`src/hw/rtl/fpa_pkg.sv`:
```
// Package: operation codes, channel payload types and the pipeline item type.
package fpa_pkg;

    // Operation codes
    typedef enum logic [3:0] {
        OP_ADD      = 4'd0,
        OP_SUB      = 4'd1,
        OP_MUL      = 4'd2,
        OP_DIV      = 4'd3,
        OP_GT       = 4'd4,
        OP_LT       = 4'd5,
        OP_GE       = 4'd6,
        OP_LE       = 4'd7,
        OP_EQ       = 4'd8,
        OP_NE       = 4'd9,
        OP_MIN      = 4'd10,
        OP_MAX      = 4'd11,
        OP_INC      = 4'd12,
        OP_DEC      = 4'd13,
        OP_FROM_INT = 4'd14,
        OP_TO_INT   = 4'd15
    } fpa_op_t;

    typedef struct packed {
        logic [3:0]         operation;
        logic signed [31:0] operand_a;
        logic signed [31:0] operand_b;
    } fpa_in_t;

    typedef struct packed {
        logic signed [31:0] result_value;
        logic               compare_true;
        logic               divide_by_zero;
    } fpa_out_t;

    // Item travelling down the divider chain
    typedef struct packed {
        fpa_op_t     op;
        logic [31:0] fast;   // result of every non-divide, non-compare operation
        logic        cmp;
        logic        dz;
        logic        neg;    // quotient sign
        logic [31:0] rem;    // partial remainder
        logic [31:0] dvd;    // dividend magnitude, consumed MSB first
        logic [31:0] dsr;    // divisor magnitude
        logic [31:0] quo;    // low 32 quotient bits
    } fpa_item_t;

endpackage

```
`src/hw/rtl/fpa_div_cell.sv`:
```
// Divider cell: one restoring quotient bit per cell, registered toward its neighbor.
module fpa_div_cell
    import fpa_pkg::*;
(
    input  logic      clk,
    input  logic      rst_n,
    input  logic      adv,
    input  logic      vld_in,
    input  fpa_item_t item_in,
    output logic      vld_out,
    output fpa_item_t item_out
);

    logic [32:0] trial;
    logic [32:0] diff;
    logic        ge;
    logic        vld_reg;
    fpa_item_t   item_reg;
    fpa_item_t   item_next;

    // Shift in next dividend bit, trial subtract
    assign trial = {item_in.rem, item_in.dvd[31]};
    assign diff  = trial - {1'b0, item_in.dsr};
    assign ge    = (trial >= {1'b0, item_in.dsr});

    always_comb
    begin
        item_next     = item_in;
        item_next.rem = ge ? diff[31:0] : trial[31:0];
        item_next.quo = {item_in.quo[30:0], ge};
        item_next.dvd = {item_in.dvd[30:0], 1'b0};
    end

    always_ff @(posedge clk or negedge rst_n)
    begin
        if (!rst_n)
        begin
            vld_reg <= 1'b0;
        end
        else if (adv)
        begin
            vld_reg <= vld_in;
        end
    end

    always_ff @(posedge clk)
    begin
        if (adv)
        begin
            item_reg <= item_next;
        end
    end

    assign vld_out  = vld_reg;
    assign item_out = item_reg;

endmodule

```
`config.mk`:
```
export PLATFORM = sky130hd
export DESIGN_NAME = fpa_div_cell
export DESIGN_NICKNAME = d
export VERILOG_FILES = /design/src/hw/rtl/fpa_pkg.sv /design/src/hw/rtl/fpa_div_cell.sv
export SDC_FILE = /design/constraint.sdc
export NUM_CORES = 1
export LEC_CHECK = 0
export ABC_AREA = 1
export CAP_MARGIN = 20
export CORE_MARGIN = 2
export CORE_UTILIZATION = 45
export CTS_CLUSTER_SIZE = 20
export DETAILED_ROUTE_END_ITERATION = 7
export DONT_BUFFER_PORTS = 1
export SLEW_MARGIN = 20
export SYNTH_ARGS = -nofsm -noshare
export SYNTH_HDL_FRONTEND = slang
export SYNTH_SLANG_ARGS = --single-unit
```
`constraint.sdc`:
```
create_clock -name clk -period 2 [get_ports clk]
set_clock_uncertainty 0.05 [all_clocks]
set_input_delay 0.1 -clock clk [delete_from_list [all_inputs] [get_ports clk]]
set_output_delay 0.1 -clock clk [all_outputs]
set_load 0.02 [all_outputs]
```
==> metrics.cfg <==
[critical_path]
data_arrival_time_of_the_critical_path_ps=1840
crit_path_top_delay_cell=sky130_fd_sc_hd__fa_1
cp_cell_sequence=inv_1 > ha_1 > fa_1 > inv_1 > nand3_1 > nand3_1 > nand3_1 > nand2_1 > nand2_1 > nand2_1 > nand2_1 > nand3_1 > nand2_1
timing.critical_path.slowest_cell_delay_ps=420
crit_path_end_kind=flip-flop
critical_path_peak_fanout=3
start_kind=input port
criticalPathCategory=in2reg
crit_required_ps=2150
path_common_cell=sky130_fd_sc_hd__nand2_1

[cells_and_area]
fillers=1469
antenna_cells=0
layout_cell_area_excl_fill_sq_mm=0.0113
layout.core_utilization=0.629
fin_nets=1265
synthToLayoutAreaGrowth_pct=37.4
drive_above_1_share=0.114

[detailed_routing]
first_iter_violations=380
length_of_the_first_detailed_routing_pass_in_iterations=5
route.detailed.vias_per_inst=4.82
drc=0
vias=6277
totalWireLength_microns=24900
routedWlPerCell_microns=19.1
ant_nets=0

[status]
failed_checks=negative hold slack
run_status=finished, violations left

[sta]
post-route-period-util=0.848
period_needed_ps=1700
postLayoutSetupSlackWorst_ps=305
timing.final.max_slew_violations=0
maxClockFrequency_ghz=0.590
timing.final.setup_violations=0
hold_viol=166
hold_ws_ps=-269
rsz0062_at_grt=false

[placement]
dp_hpwl_microns=17800
global_placement_routability_congestion=0.926
worst_slack_at_placement_ps=-99.5
area_after_detailed_placement_sq_mm=0.00895
place.port_buffers=0

[floorplanning]
dieArea_sq_mm=0.0193
dieHeight_microns=139
row_count=49
die_width_microns=139
floorplan.core_area_sq_mm=0.0179
initial_core_util=0.458
io-pin-count=339

[yosys]
netlist_area_sq_mm=0.00819
synth_largest_type_area_fraction=0.608
ys_types=30
post-synth-top-area-cell=sky130_fd_sc_hd__edfxtp_1
synth-warning-count=0
avgSynthCellArea_sq_um=10.0
postSynthCellCount=817
synth_nets=1021
synth_async_sr_flop_share=0.00599
most_numerous_cell_types_in_the_synthesized_netlist=sky130_fd_sc_hd__nand2_1 (274), sky130_fd_sc_hd__edfxtp_1 (166), sky130_fd_sc_hd__inv_1 (150)
yosys.cell_count.top_type=sky130_fd_sc_hd__nand2_1
yosys_register_bits=167
synth-edff-count=166
synth.yosys.seq_area_share=0.611
synth_top_cells_by_area=sky130_fd_sc_hd__edfxtp_1 (61%), sky130_fd_sc_hd__nand2_1 (13%), sky130_fd_sc_hd__inv_1 (6.9%), sky130_fd_sc_hd__ha_1 (4.9%), sky130_fd_sc_hd__nand3_1 (3.4%)
ys.flop_type=sky130_fd_sc_hd__edfxtp_1

[power]
power.total_mw=9.72
power.leakage_nw=5.13
pwr_density_cell_mw_per_mm2=864
power.ir.vdd_worst_uv=713

[worst_hold_path]
worstHoldPathType=in2reg

[clock_tree]
cts-buffers-inserted=17
root_buffer=sky130_fd_sc_hd__clkbuf_16
cts_buffer_depth=2
tritoncts=built
cts.sink_count=167
clk-insertion-delay-late_ps=430
cts-htree-levels=4
post-cts-setup-buffers=0
worst_setup_hold_path_clk_slew_ps=80
post_cts_hold_buffer_count=169
post_cts_resize_count=0

[grt]
via_count_of_the_first_global_routing_pass=6362
grt_use_total=0.255
antenna_found_initial=0
grt_start_max_net_pins=168
gr-total-overflow=0
first_pass_grt_wire_length_microns=36900

[job]
maxCapViolCount=0

## cell usage in the layout (no fill, tap or decap), types with 4 or more instances in the layout
cell,n
sky130_fd_sc_hd__a21oi_1,21
sky130_fd_sc_hd__and2_1,8
sky130_fd_sc_hd__buf_12,5
sky130_fd_sc_hd__buf_4,62
sky130_fd_sc_hd__clkbuf_16,17
sky130_fd_sc_hd__dlygate4sd3_1,169
sky130_fd_sc_hd__edfxtp_1,166
sky130_fd_sc_hd__ha_1,32
sky130_fd_sc_hd__inv_1,150
sky130_fd_sc_hd__inv_8,4
sky130_fd_sc_hd__nand2_1,274
sky130_fd_sc_hd__nand3_1,56
sky130_fd_sc_hd__nand3_2,11
sky130_fd_sc_hd__nand3b_1,11
sky130_fd_sc_hd__nor2_1,34
sky130_fd_sc_hd__nor3_1,6
sky130_fd_sc_hd__xor2_1,13
## worst max-delay path: cells and delay by family
family                     cells  cell delay (ps)
and+or+nand+nor                9              960
adders and majority gates      2              620
buffers and inverters          2              150
## report_power, final
| part | switching, mW | total (mW) | internal [mW] |
|---|---|---|---|
| Sequential | 0.589 | 4.85 | 4.26 |
| Combinational | 0.720 | 1.42 | 0.704 |
| Clock | 1.55 | 3.44 | 1.90 |
| Total | 2.86 | 9.72 | 6.87 |
## layout make-up
cell class | count | area, sq um | share of cell area
Clock buffer | 17 | 425 | 0.0378
Clock inverter | 15 | 190 | 0.0169
Inverter | 150 | 563 | 0.0500
Multi-Input combinational cell | 489 | 2530 | 0.224
Sequential cell | 167 | 5010 | 0.445
Tap cell | 229 | 287 | 0.0255
Timing Repair Buffer | 236 | 2260 | 0.200
## metal layers
metal / share of wire / up-vias / global-route usage
li1: - / 3127 / -
met5: 0 / - / 0
met1: 0.41 / 2871 / 0.313
met3: 0.070 / 39 / 0.0687
met2: 0.50 / 240 / 0.438
met4: 0.024 / 0 / 0.0835
## worst paths after layout
check | start | end | slack (ps) | depth (start not counted)
min in group asynchronous | rst_n | vld_out$_DFFE_PN0P_ | 370 | 2
setup reg to reg | vld_out$_DFFE_PN0P_ | vld_out$_DFFE_PN0P_ | 510 | 2
max in group asynchronous | rst_n | vld_out$_DFFE_PN0P_ | 1430 | 2
hold / removal | adv | item_out[96]$_DFFE_PP_ | -270 | 0
setup / recovery | item_in[95] | item_out[124]$_DFFE_PP_ | 300 | 13
hold reg to reg | vld_out$_DFFE_PN0P_ | vld_out$_DFFE_PN0P_ | 1210 | 2
## cells by family after synthesis
group | count (synthesis) | share of synthesized area
buffers and inverters | 161 | 0.0802
DFF | 167 | 0.611
other | 1 | 0.000458
adders and majority gates | 33 | 0.0513
muxes | 1 | 0.00137
xor gates and xnor gates | 14 | 0.0150
AOI/OAI and AO/OA | 25 | 0.0159
and+or+nand+nor | 415 | 0.224
## metrics by stage
step	std cells	setup TNS, ps
after global routing	1303	0
after CTS	1303	0
after detailed placement	1102	-226
after global placement	1102	-197
final	1303	0
after floorplan	817	0
## sequential cells by signal, summed over array words and instances, names as in the netlist
| signal | count |
|---|---|
| vld_out | 1 |
| item_out | 166 |
Power figures use the tool's default switching activity.
