`src/hw/rtl/fpa_pkg.sv`:
```
// Package: operation codes, channel payload types and the pipeline item type.
package fpa_pkg;

    // Operation codes
    typedef enum logic [3:0] {
        OP_ADD      = 4'd0,
        OP_SUB      = 4'd1,
        OP_MUL      = 4'd2,
        OP_DIV      = 4'd3,
        OP_GT       = 4'd4,
        OP_LT       = 4'd5,
        OP_GE       = 4'd6,
        OP_LE       = 4'd7,
        OP_EQ       = 4'd8,
        OP_NE       = 4'd9,
        OP_MIN      = 4'd10,
        OP_MAX      = 4'd11,
        OP_INC      = 4'd12,
        OP_DEC      = 4'd13,
        OP_FROM_INT = 4'd14,
        OP_TO_INT   = 4'd15
    } fpa_op_t;

    typedef struct packed {
        logic [3:0]         operation;
        logic signed [31:0] operand_a;
        logic signed [31:0] operand_b;
    } fpa_in_t;

    typedef struct packed {
        logic signed [31:0] result_value;
        logic               compare_true;
        logic               divide_by_zero;
    } fpa_out_t;

    // Item travelling down the divider chain
    typedef struct packed {
        fpa_op_t     op;
        logic [31:0] fast;   // result of every non-divide, non-compare operation
        logic        cmp;
        logic        dz;
        logic        neg;    // quotient sign
        logic [31:0] rem;    // partial remainder
        logic [31:0] dvd;    // dividend magnitude, consumed MSB first
        logic [31:0] dsr;    // divisor magnitude
        logic [31:0] quo;    // low 32 quotient bits
    } fpa_item_t;

endpackage

```
`src/hw/rtl/fpa_entry.sv`:
```
// Entry stage: decodes the operation, computes all non-divide results, sets up divide.
module fpa_entry
    import fpa_pkg::*;
#(
    parameter int FRAC_BITS = 8
) (
    input  logic      clk,
    input  logic      rst_n,
    input  logic      adv,
    input  logic      req_valid,
    input  fpa_in_t   req,
    output logic      vld,
    output fpa_item_t item
);

    logic signed [31:0] a;
    logic signed [31:0] b;
    logic signed [63:0] prod;
    logic               vld_reg;
    fpa_item_t          item_reg;
    fpa_item_t          item_next;

    assign a    = req.operand_a;
    assign b    = req.operand_b;
    assign prod = a * b;

    // Operation decode
    always_comb
    begin
        item_next      = '0;
        item_next.op   = fpa_op_t'(req.operation);
        item_next.neg  = a[31] ^ b[31];
        item_next.dvd  = a[31] ? 32'(-a) : 32'(a);
        item_next.dsr  = b[31] ? 32'(-b) : 32'(b);
        item_next.dz   = (fpa_op_t'(req.operation) == OP_DIV) && (b == 32'sd0);
        unique case (fpa_op_t'(req.operation))
            OP_ADD:      item_next.fast = 32'(a + b);
            OP_SUB:      item_next.fast = 32'(a - b);
            OP_MUL:      item_next.fast = prod[FRAC_BITS+31:FRAC_BITS];
            OP_DIV:      item_next.fast = '0;
            OP_GT:       item_next.cmp  = (a > b);
            OP_LT:       item_next.cmp  = (a < b);
            OP_GE:       item_next.cmp  = (a >= b);
            OP_LE:       item_next.cmp  = (a <= b);
            OP_EQ:       item_next.cmp  = (a == b);
            OP_NE:       item_next.cmp  = (a != b);
            OP_MIN:      item_next.fast = (a < b) ? a : b;
            OP_MAX:      item_next.fast = (a > b) ? a : b;
            OP_INC:      item_next.fast = 32'(a + 32'sd1);
            OP_DEC:      item_next.fast = 32'(a - 32'sd1);
            OP_FROM_INT: item_next.fast = a <<< FRAC_BITS;
            OP_TO_INT:   item_next.fast = a >>> FRAC_BITS;
            default:     item_next.fast = '0;
        endcase
    end

    // Stage register
    always_ff @(posedge clk or negedge rst_n)
    begin
        if (!rst_n)
        begin
            vld_reg <= 1'b0;
        end
        else if (adv)
        begin
            vld_reg <= req_valid;
        end
    end

    always_ff @(posedge clk)
    begin
        if (adv)
        begin
            item_reg <= item_next;
        end
    end

    assign vld  = vld_reg;
    assign item = item_reg;

endmodule

```
`config.mk`:
```
export PLATFORM = sky130hd
export DESIGN_NAME = fpa_entry
export DESIGN_NICKNAME = d
export VERILOG_FILES = /design/src/hw/rtl/fpa_pkg.sv /design/src/hw/rtl/fpa_entry.sv
export SDC_FILE = /design/constraint.sdc
export NUM_CORES = 2
export LEC_CHECK = 0
export ABC_AREA = 1
export BUFFER_PORTS_ARGS = -buffer_cell sky130_fd_sc_hd__buf_2
export CAP_MARGIN = 20
export CELL_PAD_IN_SITES_DETAIL_PLACEMENT = 1
export CELL_PAD_IN_SITES_GLOBAL_PLACEMENT = 2
export CORE_ASPECT_RATIO = 0.8
export CORE_UTILIZATION = 25
export DETAILED_ROUTE_END_ITERATION = 6
export GPL_TIMING_DRIVEN = 1
export PLACE_DENSITY_LB_ADDON = 0.1
export SLEW_MARGIN = 20
export SYNTH_ARGS = -nofsm -noshare
export SYNTH_HDL_FRONTEND = slang
export SYNTH_SLANG_ARGS = --single-unit
export TNS_END_PERCENT = 20
```
`constraint.sdc`:
```
create_clock -name clk -period 1 [get_ports clk]
set_clock_uncertainty 0.15 [all_clocks]
set_input_delay 0.2 -clock clk [delete_from_list [all_inputs] [get_ports clk]]
set_output_delay 0.2 -clock clk [all_outputs]
set_load 0.005 [all_outputs]
```
==> results.cfg <==
[detailed_routing]
drc = 0
dr.pass1.iters = 5
avgRoutedWirePerCell_um = 23.6
via_count = 36430
routed_wl_um = 193000
ant_nets = 0
drtIter0Drc = 2250
via_per_inst = 4.47

[sta]
slew_headroom = 0.558
clock.fmax_ghz = 0.148
setup_ws_ns = -5.74
hold_viol_final = 0
max_slew.worst_pin.slew_ns = 0.663
period_share = 6.74
setup_viol = 202
rsz0062_at_grt = yes
period_minus_slack_ns = 6.74
maxSlewViolCount = 0

[synth]
synthFlopType = edfxtp_1
synth_common_cells = inv_1 (1355), nand2_1 (1299), fa_1 (644), nor2_1 (250), ha_1 (239)
syn_area_per_cell_um2 = 7.22
synth.top_cell.area_share = 0.352
syn_area_um2 = 36600
post-synth-top-count-cell = inv_1
seq_area_frac_synth = 0.0851
synthTopCellsByArea = fa_1 (35%), inv_1 (14%), nand2_1 (13%)
yosys.area.top_type = fa_1
synth-edff-count = 103
synthArstFlopShare = 0.00962
syn_inst = 5078
ys_warn_count = 0
ys_types = 59
synth-seq-cells = 104

[layout]
layoutNonFillerInstCount = 8155
final_core_util = 0.368
regArea_um2 = 3120
final_cell_area_um2 = 53400
nNetsFinal = 7195
fill_cells = 17497
largest_reg_flops = 103
area_delta_synth_final_pct = 45.8
multi_input_area_um2 = 30300
drive_gt1_frac = 0.325

[global_routing]
grt_usage = 0.258
grt_pass1_wl_um = 274000
grt_pass1_vias = 38449
antenna_found_initial = 17
grt-ovfl-total = 0
grt_max_degree = 40

[place]
place_area_um2 = 48100
io_buffers = 175
dp_hpwl_um = 164000
dp_cells = 8000
gp_congestion = 0.994

[clock_network]
path_clk_slew_ns = 0.08
cts_buffer_depth = 2
cts-buffers-inserted = 9
cts_sinks = 104
insertion_delay_ns = 0.43
cts_root_buf = clkbuf_16
ctsHtreeMaxLevel = 3
tritoncts = done

[worst_hold_path]
hold_path_class = primary input to flip-flop

[worst_setup_path]
path_class = primary input to flip-flop
cp-start-kind = primary input
setup.worst_path.end_class = flip-flop
crit_fanout = 7
cp.required_ns = 0.98
critPathArrivalTime_ns = 6.72

[floorplan]
die_h_um = 344
start_util = 0.252
core.rowCount = 125
fp.coreArea_um2 = 145000
die_width_um = 430
ios = 240
die-area_um2 = 148000

[status]
outcome = complete, but fails checks
violations = setup timing

[job]
cap_viol_max_count = 0
==> final timing paths <==
| kind | to | startpoint | depth (start not counted) | slack (ns) |
|---|---|---|---|---|
| min reg2reg | vld$_DFFE_PN0P_ | vld$_DFFE_PN0P_ | 1 | 0.36 |
| min in group asynchronous | vld$_DFFE_PN0P_ | rst_n | 3 | 0.45 |
| max in group asynchronous | vld$_DFFE_PN0P_ | rst_n | 3 | 0.15 |
| max | item[153]$_DFFE_PP_ | req[58] | 22 | -5.74 |
| min | item[41]$_DFFE_PP_ | adv | 2 | 0.07 |
| max reg2reg | vld$_DFFE_PN0P_ | vld$_DFFE_PN0P_ | 1 | 0.11 |
==> stage by stage <==
stage               setup WS (ns)  hold WS (ns)  setup TNS (ns)
floorplan                   -5.39        -0.246         -207.25
global route                -5.92        0.0676         -293.59
detailed placement          -6.81        -0.174         -333.74
global placement            -6.78        -0.175         -331.73
finish                      -5.74        0.0717         -280.88
CTS                         -5.74        0.0485         -277.96
==> logic make-up after synthesis <==
logic type | synth area share
and+or+nand+nor | 0.213
buffers and inverters | 0.178
adders and majority gates | 0.433
AOI/OAI and AO/OA | 0.0699
DFF | 0.0851
xor gates and xnor gates | 0.0203
other | 0.000102
muxes | 0.000307
==> final cells by class <==
cell class,count,share of cell area
Clock inverter,7,0.00126
Antenna cell,5,0.000234
Clock buffer,9,0.00421
Multi-Input combinational cell,3385,0.568
Inverter,1366,0.0967
Sequential cell,104,0.0583
Tap cell,1905,0.0446
Timing Repair Buffer,1374,0.227
==> per-layer routing <==
metal,GRT usage,share of wire,up-vias,wire length (um)
met3,0.0333,0.053,65,10100
met5,0,0,-,0
met4,0.0329,0.013,0,2590
met1,0.381,0.50,18513,95600
met2,0.407,0.44,683,84500
li1,-,-,17169,-
==> layout by cell type (no fill, tap or decap), drive strengths merged, types with 4 or more instances in the layout <==
cell | Yosys | routed
a21boi | 11 | 11
o21ai | 194 | 194
diode | 0 | 5
xor2 | 67 | 67
nand2 | 1312 | 1312
xnor2 | 18 | 18
or2 | 18 | 18
nand3 | 181 | 181
o211ai | 18 | 18
nor3 | 36 | 36
o22ai | 12 | 12
dlygate4sd3 | 0 | 7
clkinvlp | 0 | 4
buf | 132 | 1360
clkbuf | 154 | 14
o221ai | 4 | 4
edfxtp | 103 | 103
inv | 1361 | 1359
ha | 239 | 239
fa | 644 | 644
nor2 | 256 | 256
o21a | 4 | 4
o21bai | 20 | 20
clkinv | 5 | 9
nand3b | 26 | 26
a21o | 10 | 10
nor4 | 12 | 12
a21oi | 166 | 166
conb | 1 | 64
a31oi | 12 | 12
nand4 | 49 | 49
==> worst max-delay path: stages <==
cell      delay, ns
buf_2          0.30
buf_4          0.19
nand2_1        0.07
fa_1           0.53
fa_1           0.44
fa_1           0.51
fa_1           0.58
inv_1          0.06
fa_1           0.46
fa_1           0.53
fa_2           0.66
fa_1           0.49
ha_4           0.28
a21oi_1        0.21
a21boi_1       0.29
o21ai_2        0.12
a21oi_1        0.20
nand3b_1       0.12
nand3_2        0.12
nand2_4        0.08
nor2_4         0.09
nand4_1        0.16
==> what timing repair did <==
action | in CTS | in global routing
pin swaps | 165 | 196
endpoints found under the hold margin | 6 | 0
hold buffers | 7 | 0
endpoints found under the setup margin | 201 | 201
gates cloned | 6 | 4
setup buffers | 78 | 54
resized for setup | 614 | 421
Power is not shown: default switching activity piles up to over one toggle a cycle in this logic, so the estimate is an artifact.
